==> src/design/b32enc_pkg.sv <==
// ----------------------------------------------------------------------------
// b32enc_pkg: shared types and constants for the Bech32 address encoder
// Sequencer states, checksum unit commands, BCH polymod step and alphabet.
// ----------------------------------------------------------------------------
package b32enc_pkg;

  // Checksum residue width and digit width
  localparam int unsigned CHK_W   = 30;
  localparam int unsigned DIGIT_W = 5;
  localparam int unsigned CHAR_W  = 7;

  // BCH generator terms, one per bit of the outgoing digit
  localparam logic [CHK_W-1:0] GEN0 = 30'h3b6a57b2;
  localparam logic [CHK_W-1:0] GEN1 = 30'h26508e6d;
  localparam logic [CHK_W-1:0] GEN2 = 30'h1ea119fa;
  localparam logic [CHK_W-1:0] GEN3 = 30'h3d4233dd;
  localparam logic [CHK_W-1:0] GEN4 = 30'h2a1462b3;

  // Residue value after reset and at the start of every address
  localparam logic [CHK_W-1:0] CHK_INIT_VAL = 30'd1;

  // Character set, first character in the top byte
  localparam logic [255:0] ALPHABET = "qpzry9x8gf2tvdw0s3jn54khce6mua7l";

  localparam logic [CHAR_W-1:0] SEP_CHAR = 7'h31;  // '1'

  // Sequencer states
  typedef enum logic [3:0] {
    S_IDLE,
    S_HRP_HI,
    S_HRP_MID,
    S_HRP_LO,
    S_SEP,
    S_VER,
    S_DATA,
    S_FIN,
    S_CHK
  } state_t;

  // Checksum unit operations
  typedef enum logic [1:0] {
    CHK_HOLD,
    CHK_INIT,
    CHK_STEP,
    CHK_SHIFT
  } chk_op_t;

  typedef struct packed {
    chk_op_t              op;
    logic [DIGIT_W-1:0]   val;
  } chk_cmd_t;

  // One polymod step: shift residue by one digit, fold the top digit back
  function automatic logic [CHK_W-1:0] poly_step(input logic [CHK_W-1:0] r);
    logic [DIGIT_W-1:0] top;
    logic [CHK_W-1:0]   x;
    top = r[CHK_W-1 -: DIGIT_W];
    x   = {r[CHK_W-DIGIT_W-1:0], {DIGIT_W{1'b0}}};
    if (top[0]) x = x ^ GEN0;
    if (top[1]) x = x ^ GEN1;
    if (top[2]) x = x ^ GEN2;
    if (top[3]) x = x ^ GEN3;
    if (top[4]) x = x ^ GEN4;
    return x;
  endfunction

  // Map a 5-bit value to its ASCII character
  function automatic logic [CHAR_W-1:0] b32_char(input logic [DIGIT_W-1:0] v);
    logic [7:0] pos;
    pos = {~v, 3'b000};
    return ALPHABET[pos +: CHAR_W];
  endfunction

endpackage

==> src/design/b32enc_chk.sv <==
// ----------------------------------------------------------------------------
// b32enc_chk: checksum residue unit
// Holds the 30-bit polymod residue; steps it one digit per cycle while commanded,
// and shifts the finished checksum out most significant digit first.
// ----------------------------------------------------------------------------
module b32enc_chk (
  input  logic                              clk,
  input  logic                              rst_n,
  input  b32enc_pkg::chk_cmd_t              cmd,
  output logic [b32enc_pkg::DIGIT_W-1:0]    top_digit
);

  logic [b32enc_pkg::CHK_W-1:0] res_r;
  logic [b32enc_pkg::CHK_W-1:0] res_nxt;

  // Residue update
  always_comb begin
    res_nxt = res_r;
    unique case (cmd.op)
      b32enc_pkg::CHK_HOLD:  res_nxt = res_r;
      b32enc_pkg::CHK_INIT:  res_nxt = b32enc_pkg::CHK_INIT_VAL;
      b32enc_pkg::CHK_STEP:  res_nxt = b32enc_pkg::poly_step(res_r) ^
                                       {{(b32enc_pkg::CHK_W-b32enc_pkg::DIGIT_W){1'b0}},
                                        cmd.val};
      b32enc_pkg::CHK_SHIFT: res_nxt = {res_r[b32enc_pkg::CHK_W-b32enc_pkg::DIGIT_W-1:0],
                                        {b32enc_pkg::DIGIT_W{1'b0}}};
      default:               res_nxt = res_r;
    endcase
  end

  always_ff @(posedge clk) begin
    if (!rst_n) begin
      res_r <= b32enc_pkg::CHK_INIT_VAL;
    end else begin
      res_r <= res_nxt;
    end
  end

  assign top_digit = res_r[b32enc_pkg::CHK_W-1 -: b32enc_pkg::DIGIT_W];

endmodule

==> src/design/bech32_address_encoder_unit.sv <==
// ----------------------------------------------------------------------------
// bech32_address_encoder_unit: witness version 0 Bech32 address encoder
// Streams witness program bytes in and address characters out.
// ----------------------------------------------------------------------------
// Takes one program byte per input transfer and works on it alone until all
// its characters are sent; in_tready is high only in the idle state. A middle
// byte sends one or two characters. The first byte of an address also sends
// the prefix (L = prefix length after saturation): L high-bit steps, one
// separator step, L prefix characters, '1' and 'q'. The last byte adds up to
// one pad character, six finishing polymod steps and six checksum characters.
// A full output register stalls the sequencer in its character states until
// its transfer completes.
// ----------------------------------------------------------------------------
module bech32_address_encoder_unit #(
  parameter int unsigned MAX_PREFIX_CHARS = 8
) (
  input  logic        clk,
  input  logic        rst_n,
  // configuration writes
  input  logic        cfg_we,
  input  logic        cfg_index,
  input  logic [63:0] cfg_wdata,
  // program byte stream
  input  logic        in_tvalid,
  output logic        in_tready,
  input  logic [7:0]  in_tdata,   // [7:0] prog_byte
  input  logic        in_tlast,   // last_byte
  // address character stream
  output logic        out_tvalid,
  input  logic        out_tready,
  output logic [7:0]  out_tdata,  // [6:0] out_char, [7] zero
  output logic        out_tlast   // last_char
);

  localparam logic       REG_PREFIX_CHARS  = 1'b0;
  localparam logic       REG_PREFIX_LENGTH = 1'b1;
  localparam logic [3:0] MAX_LEN           = 4'(MAX_PREFIX_CHARS);

  // Configuration registers
  logic [63:0] prefix_chars_r;
  logic [3:0]  prefix_length_r;

  // Sequencer state
  b32enc_pkg::state_t state_r, state_nxt;
  logic [2:0]  idx_r, idx_nxt;      // prefix character index
  logic [2:0]  step_r, step_nxt;    // finishing step / checksum digit count
  logic [11:0] buf_r, buf_nxt;      // pending program bits, left aligned
  logic [3:0]  cnt_r, cnt_nxt;      // number of pending bits
  logic        last_r, last_nxt;
  logic        in_msg_r, in_msg_nxt;

  // Output register
  logic                              out_valid_r, out_valid_nxt;
  logic [b32enc_pkg::CHAR_W-1:0]     out_char_r, out_char_nxt;
  logic                              out_last_r, out_last_nxt;

  b32enc_pkg::chk_cmd_t              chk_cmd;
  logic [b32enc_pkg::DIGIT_W-1:0]    chk_top;

  logic        in_xfer;
  logic        out_free;
  logic [3:0]  len_sat;
  logic        idx_end;
  logic [7:0]  hrp_byte;
  logic        data_emit;
  logic        emit;
  logic [b32enc_pkg::CHAR_W-1:0] emit_char;
  logic        emit_last;

  assign in_xfer   = in_tvalid && in_tready;
  assign out_free  = !out_valid_r || out_tready;
  assign len_sat   = (prefix_length_r > MAX_LEN) ? MAX_LEN : prefix_length_r;
  assign idx_end   = ({1'b0, idx_r} == (len_sat - 4'd1));
  assign hrp_byte  = prefix_chars_r[{idx_r, 3'b000} +: 8];
  assign data_emit = (cnt_r >= 4'd5) || (last_r && (cnt_r != 4'd0));
  assign in_tready = (state_r == b32enc_pkg::S_IDLE);

  // Configuration port
  always_ff @(posedge clk) begin
    if (!rst_n) begin
      prefix_chars_r  <= 64'h6362;
      prefix_length_r <= 4'd2;
    end else if (cfg_we) begin
      unique case (cfg_index)
        REG_PREFIX_CHARS:  prefix_chars_r  <= cfg_wdata;
        REG_PREFIX_LENGTH: prefix_length_r <= cfg_wdata[3:0];
        default: ;
      endcase
    end
  end

  // Next state
  always_comb begin
    state_nxt = state_r;
    unique case (state_r)
      b32enc_pkg::S_IDLE: begin
        if (in_xfer) begin
          if (in_msg_r)               state_nxt = b32enc_pkg::S_DATA;
          else if (len_sat == 4'd0)   state_nxt = b32enc_pkg::S_HRP_MID;
          else                        state_nxt = b32enc_pkg::S_HRP_HI;
        end
      end
      b32enc_pkg::S_HRP_HI: begin
        if (idx_end) state_nxt = b32enc_pkg::S_HRP_MID;
      end
      b32enc_pkg::S_HRP_MID: begin
        state_nxt = (len_sat == 4'd0) ? b32enc_pkg::S_SEP : b32enc_pkg::S_HRP_LO;
      end
      b32enc_pkg::S_HRP_LO: begin
        if (out_free && idx_end) state_nxt = b32enc_pkg::S_SEP;
      end
      b32enc_pkg::S_SEP: begin
        if (out_free) state_nxt = b32enc_pkg::S_VER;
      end
      b32enc_pkg::S_VER: begin
        if (out_free) state_nxt = b32enc_pkg::S_DATA;
      end
      b32enc_pkg::S_DATA: begin
        if (!data_emit) state_nxt = last_r ? b32enc_pkg::S_FIN : b32enc_pkg::S_IDLE;
      end
      b32enc_pkg::S_FIN: begin
        if (step_r == 3'd5) state_nxt = b32enc_pkg::S_CHK;
      end
      b32enc_pkg::S_CHK: begin
        if (out_free && (step_r == 3'd5)) state_nxt = b32enc_pkg::S_IDLE;
      end
      default: state_nxt = b32enc_pkg::S_IDLE;
    endcase
  end

  // Datapath and outputs of each state
  always_comb begin
    idx_nxt     = idx_r;
    step_nxt    = step_r;
    buf_nxt     = buf_r;
    cnt_nxt     = cnt_r;
    last_nxt    = last_r;
    in_msg_nxt  = in_msg_r;
    chk_cmd.op  = b32enc_pkg::CHK_HOLD;
    chk_cmd.val = '0;
    emit        = 1'b0;
    emit_char   = '0;
    emit_last   = 1'b0;
    unique case (state_r)
      b32enc_pkg::S_IDLE: begin
        if (in_xfer) begin
          // merge the new byte below the pending bits
          buf_nxt  = buf_r | ({in_tdata, 4'b0000} >> cnt_r);
          cnt_nxt  = cnt_r + 4'd8;
          last_nxt = in_tlast;
          idx_nxt  = '0;
        end
      end
      b32enc_pkg::S_HRP_HI: begin
        chk_cmd.op  = b32enc_pkg::CHK_STEP;
        chk_cmd.val = {2'b00, hrp_byte[7:5]};
        idx_nxt     = idx_end ? 3'd0 : idx_r + 3'd1;
      end
      b32enc_pkg::S_HRP_MID: begin
        chk_cmd.op = b32enc_pkg::CHK_STEP;
      end
      b32enc_pkg::S_HRP_LO: begin
        if (out_free) begin
          emit        = 1'b1;
          emit_char   = hrp_byte[6:0];
          chk_cmd.op  = b32enc_pkg::CHK_STEP;
          chk_cmd.val = hrp_byte[4:0];
          idx_nxt     = idx_end ? 3'd0 : idx_r + 3'd1;
        end
      end
      b32enc_pkg::S_SEP: begin
        if (out_free) begin
          emit      = 1'b1;
          emit_char = b32enc_pkg::SEP_CHAR;
        end
      end
      b32enc_pkg::S_VER: begin
        // version 0
        if (out_free) begin
          emit       = 1'b1;
          emit_char  = b32enc_pkg::b32_char(5'd0);
          chk_cmd.op = b32enc_pkg::CHK_STEP;
          in_msg_nxt = 1'b1;
        end
      end
      b32enc_pkg::S_DATA: begin
        // one 5-bit digit from the top of the bit buffer, zero padded
        if (data_emit) begin
          if (out_free) begin
            emit        = 1'b1;
            emit_char   = b32enc_pkg::b32_char(buf_r[11:7]);
            chk_cmd.op  = b32enc_pkg::CHK_STEP;
            chk_cmd.val = buf_r[11:7];
            buf_nxt     = {buf_r[6:0], 5'b00000};
            cnt_nxt     = (cnt_r >= 4'd5) ? cnt_r - 4'd5 : 4'd0;
          end
        end else begin
          step_nxt = '0;
        end
      end
      b32enc_pkg::S_FIN: begin
        // six zero steps; the last one also applies the final xor with 1
        chk_cmd.op  = b32enc_pkg::CHK_STEP;
        chk_cmd.val = (step_r == 3'd5) ? 5'd1 : 5'd0;
        step_nxt    = (step_r == 3'd5) ? 3'd0 : step_r + 3'd1;
      end
      b32enc_pkg::S_CHK: begin
        if (out_free) begin
          emit      = 1'b1;
          emit_char = b32enc_pkg::b32_char(chk_top);
          emit_last = (step_r == 3'd5);
          if (step_r == 3'd5) begin
            chk_cmd.op = b32enc_pkg::CHK_INIT;
            step_nxt   = '0;
            buf_nxt    = '0;
            cnt_nxt    = '0;
            last_nxt   = 1'b0;
            in_msg_nxt = 1'b0;
          end else begin
            chk_cmd.op = b32enc_pkg::CHK_SHIFT;
            step_nxt   = step_r + 3'd1;
          end
        end
      end
      default: ;
    endcase
  end

  // Output register load
  always_comb begin
    out_valid_nxt = out_valid_r;
    out_char_nxt  = out_char_r;
    out_last_nxt  = out_last_r;
    if (emit) begin
      out_valid_nxt = 1'b1;
      out_char_nxt  = emit_char;
      out_last_nxt  = emit_last;
    end else if (out_tready) begin
      out_valid_nxt = 1'b0;
    end
  end

  // Control registers
  always_ff @(posedge clk) begin
    if (!rst_n) begin
      state_r     <= b32enc_pkg::S_IDLE;
      idx_r       <= '0;
      step_r      <= '0;
      buf_r       <= '0;
      cnt_r       <= '0;
      last_r      <= 1'b0;
      in_msg_r    <= 1'b0;
      out_valid_r <= 1'b0;
    end else begin
      state_r     <= state_nxt;
      idx_r       <= idx_nxt;
      step_r      <= step_nxt;
      buf_r       <= buf_nxt;
      cnt_r       <= cnt_nxt;
      last_r      <= last_nxt;
      in_msg_r    <= in_msg_nxt;
      out_valid_r <= out_valid_nxt;
    end
  end

  // Output payload
  always_ff @(posedge clk) begin
    out_char_r <= out_char_nxt;
    out_last_r <= out_last_nxt;
  end

  b32enc_chk u_chk (
    .clk       (clk),
    .rst_n     (rst_n),
    .cmd       (chk_cmd),
    .top_digit (chk_top)
  );

  assign out_tvalid = out_valid_r;
  assign out_tdata  = {1'b0, out_char_r};
  assign out_tlast  = out_last_r;

endmodule

==> config.mk <==
export PLATFORM = sky130hd
export DESIGN_NAME = bech32_address_encoder_unit
export DESIGN_NICKNAME = d
export VERILOG_FILES = /design/src/design/b32enc_pkg.sv /design/src/design/b32enc_chk.sv /design/src/design/bech32_address_encoder_unit.sv
export SDC_FILE = /design/constraint.sdc
export NUM_CORES = 1
export LEC_CHECK = 0
export ABC_AREA = 1
export BUFFER_PORTS_ARGS = -buffer_cell sky130_fd_sc_hd__buf_2
export CAP_MARGIN = 20
export CORE_UTILIZATION = 54
export DETAILED_ROUTE_END_ITERATION = 12
export GPL_TIMING_DRIVEN = 0
export PLACE_DENSITY = 0.78
export SYNTH_ARGS = -nofsm -noshare
export SYNTH_HDL_FRONTEND = slang
export SYNTH_HIERARCHICAL = 1
export SYNTH_SLANG_ARGS = --single-unit
export TNS_END_PERCENT = 10
==> constraint.sdc <==
create_clock -name clk -period 2.2 [get_ports clk]
set_input_delay 0 -clock clk [delete_from_list [all_inputs] [get_ports clk]]
set_output_delay 0 -clock clk [all_outputs]
set_load 0.005 [all_outputs]
# After elaboration in Yosys (flattened, before gate mapping)
# Index checks and enable logic that the tools add are counted.
# word_totals
regBits	135
output_inout_bits	11
input_bits	79
word_cells	161
# op_classes
shift	4
reduce_logical	28
add_sub_neg	5
n_eq_ne	26
n_bitwise	10
magnitude_cmp	2
n_mux	73
# ops
operator	count
indexed part select 256 x 9 -> 7 bit, first input constant	2
2-to-1 mux 30 bit	9
one-hot mux 30 bit (3 select lines)	1
indexed part select 64 x 7 -> 8 bit	1
2-to-1 mux 12 bit	5
2-to-1 mux 4 bit	15
2-to-1 mux 7 bit	8
one-hot mux 12 bit (3 select lines)	1
one-hot mux 4 bit (9 select lines)	1
one-hot mux 7 bit (5 select lines)	1
bitwise XOR 30 x 5 -> 30 bit	1
2-to-1 mux 29 bit	1
2-to-1 mux 3 bit	9
inequality test 2 bit, second input constant	12
one-hot mux 5 bit (4 select lines)	1
NOT 18 bit	1
one-hot mux 3 bit (3 select lines)	2
NOT 17 bit	1
== test 4 x 3 -> 1 bit, second input constant	4
NOT 16 bit	1
NOT 14 bit	1
NOT 13 bit	1
bitwise OR 12 bit	1
one-hot mux 4 bit (3 select lines)	1
37 further kinds	67

# Depth between registers and ports, before layout
# depth
depth_word	21
ltp_mapped	16
ltp_nobuf	15

# Cells and area by module
# The synthesis kept the hierarchy.
# modules_own_cells
mod	instances	area_each_um2	seq_area_each_um2	cells_per_inst
bech32_address_encoder_unit	1	5826.8	2182.1	891
b32enc_chk	1	2024.4	600.6	323

# Worst setup path after synthesis
# OpenSTA, ideal clock, no wires.
# synth_path
path_kind	register -> register
from	register cnt_r[1]
to	register u_chk/res_r[20] in the netlist's numbering
synth_period_minus_slack_ns	2.282
required_time_ns	2.068
stages_incl_launch_ff	15
setup_slack_ns	-0.082
path_buffers	2
arrival_ns	2.150
setup_time_ns	0.132
cell_sequence	dfxtp_1 > clkinv_1 > ha_1 > nor2_1 > nor2_2 > nand2_2 > nand3_4 > buf_6 > o211ai_1 > inv_2 > nand2_2 > inv_1 > buf_2 > nand2_1 > a31oi_1
# synth_lines
item	line_no	rtl
start: declaration	bech32_address_encoder_unit.sv:48	logic [3:0] cnt_r, cnt_nxt;
start signal: assignment	bech32_address_encoder_unit.sv:259	cnt_r <= cnt_nxt;
end signal: assignment	b32enc_chk.sv:33	res_r <= b32enc_pkg::CHK_INIT_VAL;
end signal: assignment	b32enc_chk.sv:35	res_r <= res_nxt;
end: declaration	b32enc_chk.sv:13	logic [b32enc_pkg::CHK_W-1:0] res_r;

==> flow_summary.toml <==
[outcome]
run_status = "finished, violations left"
violations = "negative setup slack"

[global_route]
total_track_usage_pct = 34.3
globalRouteOverflowTotal = 0
largest_net_degree_at_the_start_of_global_routing = 17
grt_pass1_wl_um = 39900
grt_antenna_before_repair = 0
first_global_vias = 8257

[final_layout]
drive_above_1_share_pct = 18.8
fillCellCount = 1103
area_of_combinational_cells_with_multiple_inputs_um2 = 4530
seqCellArea_um2 = 2800
nNetsFinal = 1503
antennaDiodeCount = 0
syn2layout_area_growth_pct = 30.9
finalInstanceArea_um2 = 10300

[worst_setup_path]
cp_cell_sequence = "buf_6 -> clkinvlp_4 -> buf_8 -> o21ai_2 -> o21ai_1 -> o211ai_1 -> o211ai_1 -> xor2_1 -> buf_4 -> nand2_2 -> nand3_2 -> a21oi_2"
path_buf_inv = 4
timing.critical_path.max_delay_family = "buffers and inverters"
arrival_ps = 2560
crit_type = "flip-flop to flip-flop"
worst_path_max_delay_cell = "sky130_fd_sc_hd__dfxtp_2"
critical_path.most_common_cell = "sky130_fd_sc_hd__o211ai_1"
worst_setup_path_end_kind = "flip-flop"
start_kind = "flip-flop"
required_ps = 2500
worst_path_largest_cell_delay_ps = 340
crit_fanout = 8

[synth]
asyncSetResetFlopFracSynth_pct = 0
synth_top_area_cell = "sky130_fd_sc_hd__dfxtp_1"
yosys_warnings = 6
syn_area_cell_um2 = 6.47
syn_nets = 1298
ys_types = 50
dominantRegCellSynth = "sky130_fd_sc_hd__dfxtp_1"
share_of_synthesized_area_occupied_by_flip_flops_and_latches_pct = 35.4
netlist_instances = 1214
most_frequent_cell_after_synthesis = "sky130_fd_sc_hd__nand2_1"
mappedNetlistArea_um2 = 7850
ys_top_cells_by_area = "sky130_fd_sc_hd__dfxtp_1 32%, sky130_fd_sc_hd__nand2_1 14%, sky130_fd_sc_hd__nor2_1 10%"
yosysTopAreaCellShare_pct = 32.4
post_synth_most_frequent_cells = "289 x sky130_fd_sc_hd__nand2_1, 217 x sky130_fd_sc_hd__nor2_1, 141 x sky130_fd_sc_hd__o21ai_0"
synth_edf_count = 8
postSynthRegisterBits = 135

[power_and_ir_drop]
power_report.internal_total_uw = 6740
irDropWorstVdd_v = 0.000610
p_sw_uw = 5120
clkPwrFrac_pct = 22.7
pwr-share-seq_pct = 28.5
power_leakage_uw = 0.00469
pwr_density_cell_nw_per_um2 = 1150
swShare_pct = 43.1
share_comb_of_total_power_pct = 48.8

[sta]
max_slew.worst_pin.slew_ps = 677
fmax_mhz = 442
period_needed_ps = 2260
timing_hold_violations_final = 0
timing.clock.skew_ps = 13.4
worst_slack_ps = -64.4
setup_violations = 1
post-route-period-util_pct = 103
unrepaired_setup_endpoints_after_global_routing = "true"
maxSlewViolCount = 0
slew_headroom_pct = 54.9

[clock_tree]
numClockSinks = 135
tritoncts = "built"
htree_levels = 4
cts_root_buffer = "sky130_fd_sc_hd__clkbuf_16"
clk_pin_slew_ps = 60
clk_latency_ps = 430
numCtsBuffers = 17
clock_path_buffers = 2

[placed_design]
gpl.final_weighted_congestion = 0.978
port_buffers = 88
worst_setup_slack_after_placement_ps = -550
post_dp_cell_area_um2 = 8520
dp_wirelength_um = 16200

[die]
coreArea_um2 = 14000
chipHeight_um = 123
io_pins = 90
die_width_um = 123
start_util_pct = 55.9
die-area_um2 = 15000
placement_rows = 43

[detailed_routing]
vias_per_cell = 5.57
drtAntennaViolNets = 0
detail_route.drc_violations = 0
dr_vias = 8974
route.detailed.wl_per_inst_um = 15.9
initialDrtViolationCount = 886
drt_pass1_iterations = 5
finalWirelength_um = 25600

[hold_path]
hold_path_class = "primary input to flip-flop"

[run]
maxCapViolCount = 0
-- through the flow --
stage	hold slack (ps)	setup TNS [ps]	std cells	util (%)	power (uW)
final	46.2	-64.4	1611	73.2	11900
after global placement	219	-16300	1482	60.7	7970
after CTS	39.0	-223	1597	71.0	11200
after global routing	101	-580	1611	73.2	12600
after detailed placement	213	-17280	1482	60.7	8060
after floorplan	113	0	1214	-	6830
-- final cells by class --
cell class	instances	share of cell area [%]
buffer	59	3.69
clock buffer	19	4.41
clock inverter	12	0.937
inverter	102	3.97
multi-input combinational	917	44.1
sequential	135	27.2
tap	180	2.19
timing repair buffer	187	13.6
-- cell families after synthesis --
| family | share of synthesized area (%) |
|---|---|
| AND/OR/NAND/NOR | 34.1 |
| other | 0.0478 |
| flip-flops | 35.4 |
| adder cells (fa/ha/maj) | 0.797 |
| AO/OA/AOI/OAI | 18.2 |
| buffers and inverters | 8.99 |
| XOR/XNOR | 2.42 |
-- placed cells by master, fill, tap and decap left out, types with 6 or more instances in the layout --
| master | count |
|---|---|
| sky130_fd_sc_hd__nand2_1 | 288 |
| sky130_fd_sc_hd__nor2_1 | 208 |
| sky130_fd_sc_hd__o21ai_0 | 125 |
| sky130_fd_sc_hd__dfxtp_1 | 121 |
| sky130_fd_sc_hd__buf_2 | 94 |
| sky130_fd_sc_hd__inv_1 | 89 |
| sky130_fd_sc_hd__nand3_1 | 81 |
| sky130_fd_sc_hd__dlygate4sd3_1 | 69 |
| sky130_fd_sc_hd__a21oi_1 | 44 |
| sky130_fd_sc_hd__buf_4 | 37 |
| sky130_fd_sc_hd__clkbuf_1 | 25 |
| sky130_fd_sc_hd__o211ai_1 | 23 |
| sky130_fd_sc_hd__clkbuf_16 | 18 |
| sky130_fd_sc_hd__o21ai_2 | 14 |
| sky130_fd_sc_hd__xor2_1 | 12 |
| sky130_fd_sc_hd__nor2_4 | 11 |
| sky130_fd_sc_hd__o21ai_1 | 10 |
| sky130_fd_sc_hd__o22ai_1 | 10 |
| sky130_fd_sc_hd__nor2_2 | 9 |
| sky130_fd_sc_hd__buf_6 | 8 |
| sky130_fd_sc_hd__a31oi_1 | 8 |
| sky130_fd_sc_hd__edfxtp_1 | 8 |
| sky130_fd_sc_hd__inv_6 | 6 |
| sky130_fd_sc_hd__nand2_2 | 6 |
| sky130_fd_sc_hd__xnor2_1 | 6 |
-- repair_timing --
action | 4_1_cts | 5_1_grt
setup endpoints to repair | 43 | 42
gates resized for setup | 34 | 82
cloned | 1 | 1
pin swaps | 6 | 15
endpoints found under the hold margin | 71 | 0
hold buffers | 69 | 0
buffers inserted | 15 | 13
-- path summary, 6_finish.rpt --
check / end / cells after the start / startpoint / slack, ps
max: u_chk/res_r[1] / 12 / idx_r[0] / -60
min: prefix_length_r[0] / 5 / cfg_index / 50
max reg2reg: u_chk/res_r[1] / 12 / idx_r[0] / -60
min reg2reg: buf_r[3] / 2 / buf_r[3] / 460
-- registers in the layout (all words and copies together), names as in the netlist --
| signal | cells |
|---|---|
| u_chk/res_r | 30 |
| in_msg_r | 1 |
| out_char_r | 7 |
| prefix_chars_r | 64 |
| out_tvalid | 1 |
| step_r | 3 |
| buf_r | 12 |
| last_r | 1 |
| idx_r | 3 |
| out_tlast | 1 |
| prefix_length_r | 4 |
| cnt_r | 4 |
| state_r | 4 |
-- layer usage --
| metal | GRT usage (%) | wire, um |
|---|---|---|
| met5 | 0 | 0 |
| met4 | 14.4 | 794 |
| met3 | 5.62 | 1950 |
| met2 | 59.5 | 12500 |
| met1 | 41.8 | 10400 |
-- worst reg2reg max path: stages, from the launching register on --
cell and delay [ps]:
sky130_fd_sc_hd__dfxtp_2 340, sky130_fd_sc_hd__buf_6 130, sky130_fd_sc_hd__clkinvlp_4 220, sky130_fd_sc_hd__buf_8 230, sky130_fd_sc_hd__o21ai_2 110, sky130_fd_sc_hd__o21ai_1 100, sky130_fd_sc_hd__o211ai_1 280, sky130_fd_sc_hd__o211ai_1 160
sky130_fd_sc_hd__xor2_1 240, sky130_fd_sc_hd__buf_4 150, sky130_fd_sc_hd__nand2_2 50, sky130_fd_sc_hd__nand3_2 90, sky130_fd_sc_hd__a21oi_2 50
-- power groups by stage --
stage                     registers, uW  clock network [uW]  logic (uW)
final                              3380                2700        5780
after global routing               3430                2810        6330
after CTS                          3340                2690        5140
after detailed placement           3390                   0        4670
after global placement             3380                   0        4590
after floorplan                    3300                   0        3530
No activity file was read; power rests on OpenSTA's default activity.
